<file path="src/rtl/rarbs_pkg.sv">
// Shared constants, command codes and the control bundle for the blocked
// range add / range sum engine. No dependencies; every file but rarbs_ram uses it.
package rarbs_pkg;

   localparam int IDX_W      = 10;
   localparam int CFG_W      = 11;
   localparam int VAL_W      = 32;
   localparam int DATA_W     = 64;
   localparam int MAX_ELEMS  = 1 << IDX_W;
   localparam int BLOCK_BITS = 5;
   localparam int BLK_ELEMS  = 1 << BLOCK_BITS;
   localparam int BLK_W      = IDX_W - BLOCK_BITS;
   localparam int NUM_BLOCKS = 1 << BLK_W;

   localparam logic [1:0] CMD_ADD   = 2'd0;
   localparam logic [1:0] CMD_SUM   = 2'd1;
   localparam logic [1:0] CMD_WRITE = 2'd2;

   localparam logic STATUS_DONE  = 1'b0;
   localparam logic STATUS_EMPTY = 1'b1;

   // Per-cycle operation handed from the sequencer to the storage datapath.
   typedef struct packed {
      logic              clear;
      logic              acc_clear;
      logic              is_add;
      logic              elem_rd_en;
      logic              blk_rd_en;
      logic [IDX_W-1:0]  elem_addr;
      logic [BLK_W-1:0]  blk_addr;
      logic              p1_elem;
      logic              p1_whole;
      logic [IDX_W-1:0]  p1_idx;
      logic [BLK_W-1:0]  p1_blk;
      logic              fin;
      logic              wr_wb;
      logic [DATA_W-1:0] x;
   } op_type;

endpackage

</file>
<file path="src/rtl/rarbs_ctrl.sv">
// Command sequencer: decodes requests, walks partial blocks and whole
// blocks, runs the reset clearing pass and holds the result register.
// Depends on rarbs_pkg.
module rarbs_ctrl (
   input  logic                          clock,
   input  logic                          reset,
   input  logic                          req_tvalid,
   output logic                          req_tready,
   input  logic [1:0]                    req_cmd,
   input  logic [rarbs_pkg::IDX_W-1:0]   req_lo,
   input  logic [rarbs_pkg::IDX_W-1:0]   req_hi,
   input  logic [rarbs_pkg::VAL_W-1:0]   req_value,
   input  logic                          csr_wr_en,
   input  logic [rarbs_pkg::CFG_W-1:0]   csr_wr_data,
   input  logic [rarbs_pkg::DATA_W-1:0]  acc,
   output rarbs_pkg::op_type             op,
   output logic                          rsp_tvalid,
   input  logic                          rsp_tready,
   output logic [rarbs_pkg::DATA_W-1:0]  rsp_sum,
   output logic                          rsp_status
);

   typedef enum logic [3:0] {
      S_CLEAR, S_IDLE, S_ELEM, S_ELEM_DRAIN, S_ELEM_FIN,
      S_WHOLE, S_WHOLE_DRAIN, S_WR_RD, S_WR_WB, S_DONE
   } state_type;

   state_type                     state_ff, state_in;
   logic [rarbs_pkg::CFG_W-1:0]   elems_ff, elems_in;
   logic [1:0]                    cmd_ff, cmd_in;
   logic [rarbs_pkg::IDX_W-1:0]   cur_idx_ff, cur_idx_in;
   logic [rarbs_pkg::IDX_W-1:0]   end_idx_ff, end_idx_in;
   logic [rarbs_pkg::IDX_W-1:0]   hi_ff, hi_in;
   logic [rarbs_pkg::BLK_W-1:0]   cur_blk_ff, cur_blk_in;
   logic [rarbs_pkg::BLK_W-1:0]   br_ff, br_in;
   logic                          first_ff, first_in;
   logic [rarbs_pkg::DATA_W-1:0]  x_ff, x_in;
   logic                          status_ff, status_in;
   logic                          p1_elem_ff, p1_elem_in;
   logic                          p1_whole_ff, p1_whole_in;
   logic [rarbs_pkg::IDX_W-1:0]   p1_idx_ff, p1_idx_in;
   logic [rarbs_pkg::BLK_W-1:0]   p1_blk_ff, p1_blk_in;
   logic                          rsp_valid_ff, rsp_valid_in;
   logic [rarbs_pkg::DATA_W-1:0]  rsp_sum_ff, rsp_sum_in;
   logic                          rsp_status_ff, rsp_status_in;

   logic                          accept;
   logic [rarbs_pkg::CFG_W-1:0]   n_eff;
   logic [rarbs_pkg::IDX_W-1:0]   n_last;
   logic [rarbs_pkg::IDX_W-1:0]   hi_c;
   logic [rarbs_pkg::BLK_W-1:0]   lo_blk;
   logic [rarbs_pkg::BLK_W-1:0]   hi_blk;
   logic                          more_whole;

   assign req_tready = (state_ff == S_IDLE);
   assign accept     = req_tvalid && req_tready;

   always_comb begin
      if (elems_ff == '0) begin
         n_eff = rarbs_pkg::CFG_W'(1);
      end else if (elems_ff > rarbs_pkg::CFG_W'(rarbs_pkg::MAX_ELEMS)) begin
         n_eff = rarbs_pkg::CFG_W'(rarbs_pkg::MAX_ELEMS);
      end else begin
         n_eff = elems_ff;
      end
      n_last     = rarbs_pkg::IDX_W'(n_eff - rarbs_pkg::CFG_W'(1));
      hi_c       = (req_hi > n_last) ? n_last : req_hi;
      lo_blk     = req_lo[rarbs_pkg::IDX_W-1:rarbs_pkg::BLOCK_BITS];
      hi_blk     = hi_c[rarbs_pkg::IDX_W-1:rarbs_pkg::BLOCK_BITS];
      more_whole = ({1'b0, br_ff} > ({1'b0, cur_blk_ff} + (rarbs_pkg::BLK_W+1)'(1)));
   end

   always_comb begin
      state_in      = state_ff;
      elems_in      = elems_ff;
      cmd_in        = cmd_ff;
      cur_idx_in    = cur_idx_ff;
      end_idx_in    = end_idx_ff;
      hi_in         = hi_ff;
      cur_blk_in    = cur_blk_ff;
      br_in         = br_ff;
      first_in      = first_ff;
      x_in          = x_ff;
      status_in     = status_ff;
      p1_elem_in    = (state_ff == S_ELEM);
      p1_whole_in   = (state_ff == S_WHOLE);
      p1_idx_in     = cur_idx_ff;
      p1_blk_in     = cur_blk_ff;
      rsp_valid_in  = rsp_valid_ff && !rsp_tready;
      rsp_sum_in    = rsp_sum_ff;
      rsp_status_in = rsp_status_ff;

      if (csr_wr_en) begin
         elems_in = csr_wr_data;
      end

      case (state_ff)
         S_CLEAR: begin
            if (cur_idx_ff == rarbs_pkg::IDX_W'(rarbs_pkg::MAX_ELEMS - 1)) begin
               state_in = S_IDLE;
            end else begin
               cur_idx_in = cur_idx_ff + rarbs_pkg::IDX_W'(1);
            end
         end
         S_IDLE: begin
            if (accept) begin
               cmd_in     = req_cmd;
               x_in       = {{(rarbs_pkg::DATA_W-rarbs_pkg::VAL_W){req_value[rarbs_pkg::VAL_W-1]}},
                             req_value};
               cur_idx_in = req_lo;
               cur_blk_in = lo_blk;
               br_in      = hi_blk;
               hi_in      = hi_c;
               first_in   = 1'b1;
               status_in  = rarbs_pkg::STATUS_DONE;
               end_idx_in = (lo_blk == hi_blk) ? hi_c
                            : {lo_blk, {rarbs_pkg::BLOCK_BITS{1'b1}}};
               case (req_cmd)
                  rarbs_pkg::CMD_ADD, rarbs_pkg::CMD_SUM: begin
                     if (req_lo > hi_c) begin
                        status_in = rarbs_pkg::STATUS_EMPTY;
                        state_in  = S_DONE;
                     end else begin
                        state_in = S_ELEM;
                     end
                  end
                  rarbs_pkg::CMD_WRITE: begin
                     if ({1'b0, req_lo} >= n_eff) begin
                        status_in = rarbs_pkg::STATUS_EMPTY;
                        state_in  = S_DONE;
                     end else begin
                        state_in = S_WR_RD;
                     end
                  end
                  default: begin
                     state_in = S_DONE;
                  end
               endcase
            end
         end
         S_ELEM: begin
            first_in = 1'b0;
            if (cur_idx_ff == end_idx_ff) begin
               state_in = S_ELEM_DRAIN;
            end else begin
               cur_idx_in = cur_idx_ff + rarbs_pkg::IDX_W'(1);
            end
         end
         S_ELEM_DRAIN: begin
            state_in = S_ELEM_FIN;
         end
         S_ELEM_FIN: begin
            if (cur_blk_ff == br_ff) begin
               state_in = S_DONE;
            end else if (more_whole) begin
               cur_blk_in = cur_blk_ff + rarbs_pkg::BLK_W'(1);
               state_in   = S_WHOLE;
            end else begin
               cur_blk_in = br_ff;
               cur_idx_in = {br_ff, {rarbs_pkg::BLOCK_BITS{1'b0}}};
               end_idx_in = hi_ff;
               first_in   = 1'b1;
               state_in   = S_ELEM;
            end
         end
         S_WHOLE: begin
            if (cur_blk_ff == br_ff - rarbs_pkg::BLK_W'(1)) begin
               state_in = S_WHOLE_DRAIN;
            end else begin
               cur_blk_in = cur_blk_ff + rarbs_pkg::BLK_W'(1);
            end
         end
         S_WHOLE_DRAIN: begin
            cur_blk_in = br_ff;
            cur_idx_in = {br_ff, {rarbs_pkg::BLOCK_BITS{1'b0}}};
            end_idx_in = hi_ff;
            first_in   = 1'b1;
            state_in   = S_ELEM;
         end
         S_WR_RD: begin
            state_in = S_WR_WB;
         end
         S_WR_WB: begin
            state_in = S_DONE;
         end
         S_DONE: begin
            // The accumulator stays zero for every command but a range sum.
            if (!rsp_valid_ff || rsp_tready) begin
               rsp_valid_in  = 1'b1;
               rsp_sum_in    = acc;
               rsp_status_in = status_ff;
               state_in      = S_IDLE;
            end
         end
         default: begin
            state_in = S_IDLE;
         end
      endcase
   end

   always_ff @(posedge clock) begin
      if (reset) begin
         state_ff     <= S_CLEAR;
         elems_ff     <= rarbs_pkg::CFG_W'(rarbs_pkg::MAX_ELEMS);
         cur_idx_ff   <= '0;
         p1_elem_ff   <= 1'b0;
         p1_whole_ff  <= 1'b0;
         rsp_valid_ff <= 1'b0;
      end else begin
         state_ff     <= state_in;
         elems_ff     <= elems_in;
         cur_idx_ff   <= cur_idx_in;
         p1_elem_ff   <= p1_elem_in;
         p1_whole_ff  <= p1_whole_in;
         rsp_valid_ff <= rsp_valid_in;
      end
      cmd_ff        <= cmd_in;
      end_idx_ff    <= end_idx_in;
      hi_ff         <= hi_in;
      cur_blk_ff    <= cur_blk_in;
      br_ff         <= br_in;
      first_ff      <= first_in;
      x_ff          <= x_in;
      status_ff     <= status_in;
      p1_idx_ff     <= p1_idx_in;
      p1_blk_ff     <= p1_blk_in;
      rsp_sum_ff    <= rsp_sum_in;
      rsp_status_ff <= rsp_status_in;
   end

   always_comb begin
      op.clear      = (state_ff == S_CLEAR);
      op.acc_clear  = accept;
      op.is_add     = (cmd_ff == rarbs_pkg::CMD_ADD);
      op.elem_rd_en = (state_ff == S_ELEM) || (state_ff == S_WR_RD);
      op.blk_rd_en  = ((state_ff == S_ELEM) && first_ff) || (state_ff == S_WHOLE) ||
                      (state_ff == S_WR_RD);
      op.elem_addr  = cur_idx_ff;
      op.blk_addr   = cur_blk_ff;
      op.p1_elem    = p1_elem_ff;
      op.p1_whole   = p1_whole_ff;
      op.p1_idx     = p1_idx_ff;
      op.p1_blk     = p1_blk_ff;
      op.fin        = (state_ff == S_ELEM_FIN);
      op.wr_wb      = (state_ff == S_WR_WB);
      op.x          = x_ff;
   end

   assign rsp_tvalid = rsp_valid_ff;
   assign rsp_sum    = rsp_sum_ff;
   assign rsp_status = rsp_status_ff;

endmodule

</file>
<file path="config.mk">
export PLATFORM = sky130hd
export DESIGN_NAME = rarbs_ctrl
export DESIGN_NICKNAME = d
export VERILOG_FILES = /design/src/rtl/rarbs_pkg.sv /design/src/rtl/rarbs_ctrl.sv
export SDC_FILE = /design/constraint.sdc
export NUM_CORES = 1
export LEC_CHECK = 0
export ABC_AREA = 0
export BUFFER_PORTS_ARGS = -buffer_cell sky130_fd_sc_hd__buf_2
export CAP_MARGIN = 25
export CORE_MARGIN = 5
export CORE_UTILIZATION = 35
export CTS_CLUSTER_DIAMETER = 80
export DETAILED_ROUTE_END_ITERATION = 10
export PLACE_DENSITY = 0.74
export SLEW_MARGIN = 20
export SYNTH_ARGS = -nofsm -noshare
export SYNTH_HDL_FRONTEND = slang
export SYNTH_SLANG_ARGS = --single-unit
</file>
<file path="constraint.sdc">
create_clock -name clock -period 6.1 [get_ports clock]
set_input_delay 0 -clock clock [delete_from_list [all_inputs] [get_ports clock]]
set_output_delay 0 -clock clock [all_outputs]
set_load 0.005 [all_outputs]
</file>
======== Yosys cells after proc, flatten, opt, wreduce, memory -nomap -nowiden ========
Index checks and enable logic that the tools add are counted.
W data, S select, Z words.
storage, ports and cells
  bits of input ports ..................... 134
  logic and storage cells ................. 118
  output and inout bits ................... 170
  bits in registers ....................... 174
operators by class
  magnitude comparators ................... 5
  add/subtract/negate cells ............... 5
  equal/unequal tests ..................... 26
  muxes and demuxes ....................... 39
  reduce and logical (&&, ||, !) cells .... 25
operators with widths
  operator                 count
  $mux W10                 10
  $pmux W10 S5             1
  $pmux W4 S10             1
  $mux W4                  8
  $pmux W10 S3             1
  $mux W11                 2
  $gt A10 B10 Y1           2
  $mux W5                  4
  $pmux W5 S4              1
  $eq A4 B3 Y1 const B     4
  $eq A5 B5 Y1             3
  $ne A2 B2 Y1 const B     6
  $reduce_and A4 Y1        3
  $ge A10 B11 Y1           1
  $gt A11 B11 Y1 const B   1
  $logic_not A11 Y1        1
  $add A10 B1 Y10 const B  1
  $eq A10 B10 Y1           1
  $eq A10 B10 Y1 const B   1
  $sub A10 B1 Y10 const B  1
  $eq A4 B2 Y1 const B     2
  $eq A4 B4 Y1 const B     2
  $ne A2 B1 Y1 const B     4
  $pmux W4 S2              1
  other kinds (23)         38

======== Longest topological paths before layout ========
  word-level depth ........................ 11
  depth in mapped cells ................... 30

======== Least setup slack after synthesis ========
OpenSTA, ideal clock, no wires.
  path type ............................... reg-to-reg
  start point ............................. reg elems_ff[5] (netlist bit)
  end point ............................... reg state_ff[1]
  setup slack ............................. 0.356 ns
  library setup time ...................... 0.095 ns
  arrival time ............................ 5.648 ns
  stages on the path, launching flop included .. 30
  cell sequence ........................... dfxtp_1 -> or3_1 -> nor4_1 -> a31oi_1 -> nor2_1 -> inv_1 -> ha_1 -> clkbuf_1 -> nor2b_1 -> a21oi_1 -> a21oi_1 -> ha_1 -> and3_1 -> o21ai_0 -> a31oi_1 -> maj3_2 -> maj3_2 -> a21oi_4 -> buf_4 -> nand2_1 -> o21a_1 -> ha_1 -> nor2b_1 -> o21a_1 -> o21ai_0 -> a21oi_1 -> o41ai_1 -> nor2b_1 -> a21oi_1 -> a221oi_1
between the ends
  cells in the longest elaborated chain, start to end .. 11
ends and longest elaborated chain
  element                 RTL line           RTL
  start, declared         rarbs_ctrl.sv:29   logic [rarbs_pkg::CFG_W-1:0] elems_ff, elems_in;
  start signal, assigned  rarbs_ctrl.sv:204  elems_ff <= rarbs_pkg::CFG_W'(rarbs_pkg::MAX_ELEMS);
  start signal, assigned  rarbs_ctrl.sv:211  elems_ff <= elems_in;
  $gt A11 B11 Y1          rarbs_ctrl.sv:61   end else if (elems_ff > rarbs_pkg::CFG_W'(rarbs_pkg::MAX_ELEMS)) begin
  $mux W11                rarbs_ctrl.sv:61
  $mux W11 (*)            rarbs_ctrl.sv:59   if (elems_ff == '0) begin
  $sub A10 B1 Y10         rarbs_ctrl.sv:66   n_last = rarbs_pkg::IDX_W'(n_eff - rarbs_pkg::CFG_W'(1));
  $gt A10 B10 Y1          rarbs_ctrl.sv:67   hi_c = (req_hi > n_last) ? n_last : req_hi;
  $mux W10                rarbs_ctrl.sv:67
  $gt A10 B10 Y1          rarbs_ctrl.sv:120  if (req_lo > hi_c) begin
  $mux W4                 rarbs_ctrl.sv:120
  $pmux W4 S2 (*)         rarbs_ctrl.sv:118  case (req_cmd)
  $mux W4 (*)             rarbs_ctrl.sv:106  if (accept) begin
  $pmux W4 S10 (*)        rarbs_ctrl.sv:97   case (state_ff)
  end signal, assigned    rarbs_ctrl.sv:210  state_ff <= state_in;
  end, declared           rarbs_ctrl.sv:28   state_type state_ff, state_in;
Every way passes the cells marked *; elsewhere a longest branch is shown, timed or not. The select of a mux whose other input is x is not followed.
A chain may end at the register's enable or synchronous reset.

======== Worst setup path after layout ========
  start point ............................. reg elems_ff[5] (netlist bit)
  end point ............................... reg state_ff[3]
Same word-level chain as after synthesis.

==> flow_summary_export.csv <==
group,metric,value,unit
run_status,status,"complete, no violations",
place,gp_congestion,0.895,
setup_path,critPathLaunchType,"register",
clock_tree,clk_path_buf_depth,2,
global_route,grtUsageMet3,5.00,%
cells_and_area,seqCellArea,0.00465,mm²
setup_path,worstPathArrival,6.11,ns
clock_tree,path_clk_slew,0.08,ns
die,rows,55,
synthesis,synth_top_area_cell,"edfxtp_1",
cells_and_area,fillCellCount,1999,
hold_path,hp-class,"input port to register",
synthesis,syn_inst,681,
die,ios,304,
cells_and_area,finalNonFillerCells,1390,
timing,period_share,94.6,%
place,place_inst,1238,
setup_path,criticalPathCategory,"register to register",
global_route,track_usage,20.5,%
cells_and_area,layout.nets,1262,
run,cap_violations,0,
synthesis,avgSynthCellArea,11.8,µm²
cells_and_area,diodes,0,
detailed_routing,num_vias,7079,
die,die_w,161,µm
global_route,grt_max_degree,66,
timing,period_minus_slack,5.77,ns
synthesis,seq_area_frac_synth,58.0,%
timing,tightest_slew,0.819,ns
cells_and_area,multiInputGateArea,0.00297,mm²
die,die_h,161,µm
clock_tree,cts_root_buf,"clkbuf_16",
die,dieArea,0.0260,mm²
synthesis,synth-edff-count,126,
hold_path,holdCritStartpoint,"req_lo[7]",
global_route,grt_pass1_wl,41.3,mm
synthesis,synth_area_leaders,"edfxtp_1 (47%), dfxtp_1 (11%), ha_1 (5.6%), buf_4 (3.5%), nor2_1 (2.7%)",
cells_and_area,area_delta_synth_final,45.4,%
die,start_util,35.5,%
cells_and_area,postLayoutCellArea,0.0116,mm²
setup_path,path_max_fanout,14,
synthesis,synth.cells.most_frequent,"edfxtp_1 (126), nor2_1 (57), dfxtp_1 (43), buf_4 (37), ha_1 (36)",
place,placed_cell_area,0.00975,mm²
synthesis,async_flop_share,0,%
synthesis,ys_ff_latch,169,
detailed_routing,drt-total-wl,27.7,mm
detailed_routing,drt_iter0_drc,728,
synthesis,ys_warn_count,0,
timing,max_freq,173,MHz
synthesis,ys.flop_type,"edfxtp_1",
setup_path,cpMaxStageDelayCell,"or3_4",
setup_path,end_kind,"register",
detailed_routing,ant_nets,0,
cells_and_area,final_util,51.6,%
detailed_routing,vias_per_cell,5.09,
detailed_routing,first_pass_iters,6,
timing,relSlewSlack,45.2,%
setup_path,crit_start,"elems_ff[5]",
synthesis,synthDistinctLibCells,65,
timing,setup_viol,0,
setup_path,r2r-start,"elems_ff[5]",
setup_path,max_stage_delay,0.41,ns
clock_tree,clkLatencyLatePin,0.43,ns
timing,final_hold_viol_count,0,
synthesis,syn_area,0.00801,mm²
global_route,antenna_found_initial,0,
setup_path,critPathRequiredTime,6.44,ns
global_route,gr-total-overflow,0,
cells_and_area,layout-drive-gt1-share,35.6,%
timing,skew,0.0126,ns
clock_tree,cts_buffers,17,
synthesis,synth_top_area_share,47.2,%
detailed_routing,wire_per_inst,19.9,µm
clock_tree,htreeDepth,4,
global_route,met1_usage,24.2,%
synthesis,synth_most_common_cell,"edfxtp_1",
timing,maxSlewViolCount,0,
die,core,0.0226,mm²
clock_tree,cts_tree,"yes",
clock_tree,cts.sinks,169,
global_route,use_met2,36.8,%
pwr,ir_worst_vdd,0.000151,V
place,dp_hpwl,19.9,mm
detailed_routing,drc,0,
pwr,fin_total_pwr,2.74,mW
synthesis,syn_nets,851,
timing,timing.hold.ws,0.0314,ns
global_route,grt_pass1_vias,6917,
pwr,p_leak,4.91,nW
place,portBuffers,303,
pwr,power_density,235,mW/mm²
global_route,top_usage_layer,"met2",
-- layout by cell type (no fill, tap or decap), drive strengths merged, types with 17 or more instances in the layout --
cell and n:
edfxtp 126, clkbuf 17, inv 37, nand2 28
a21oi 34, nor2 57, buf 333, dfxtp 43
o21ai 29, nand2b 18, ha 36, dlygate4sd3 118
nor3 20
-- cell type report --
class / instances / area share [%]
Sequential cell: 169 / 39.9
Timing Repair Buffer: 451 / 25.2
Tap cell: 285 / 3.06
Multi-Input combinational cell: 426 / 25.5
Clock inverter: 15 / 1.77
Inverter: 27 / 0.870
Clock buffer: 17 / 3.65
-- power breakdown --
group,internal [mW],switching [mW],leakage (nW)
clock,0.574,0.561,0.305
sequential,1.24,0.0104,1.48
combinational,0.188,0.163,3.13
total,2.00,0.734,4.91
-- path summary, 6_finish.rpt --
kind                                      end  slack, ns  cells after the start
worst max-delay path              state_ff[3]       0.33                     30
worst min register to register     rsp_status       0.45                      0
worst max register to register    state_ff[3]       0.33                     30
worst min-delay path            cur_blk_ff[2]       0.03                      2
-- through the flow --
stage	worst slack [ns]	setup TNS, ns
floorplan	0.356	0
global placement	0.334	0
detailed placement	0.0970	0
CTS	0.0604	0
global route	-0.0769	-0.130
finish	0.327	0
-- repair_timing --
item,CTS,global route
resized for setup,0,16
endpoints found under the setup margin,0,12
endpoints found under the hold margin,121,0
hold buffers,118,0
setup buffers,0,2
-- critical path, delay by kind of cell (launching register included) --
family,cells,cell delay [ns]
compound gates,8,1.26
fa+ha+maj,5,1.41
buf+inv,6,0.77
simple gates,11,1.91
flops,1,0.32
-- flip-flops by register name (all words and copies together) (netlist names) --
register     cells
cmd_ff           2
cur_blk_ff       5
cur_idx_ff      10
elems_ff        11
end_idx_ff      10
first_ff         1
hi_ff           10
p1_blk_ff        5
p1_elem_ff       1
p1_idx_ff       10
p1_whole_ff      1
rsp_status       1
rsp_sum         64
rsp_tvalid       1
state_ff         4
status_ff        1
x_ff            32
-- per-layer routing --
metal,up-vias,share of wire (%),routed length [µm]
met2,330,51,14200
met4,0,3.0,824
met5,-,0,0
li1,3333,-,-
met1,3382,38,10700
met3,34,7.1,1980
-- cell families after synthesis --
group | Yosys count | share of synthesized area (%)
simple gates | 189 | 12.1
flops | 169 | 58.0
compound gates | 154 | 13.1
buf+inv | 86 | 5.78
fa+ha+maj | 38 | 5.91
xor+xnor | 32 | 3.50
mux | 13 | 1.62
Power figures use the tool's default switching activity.
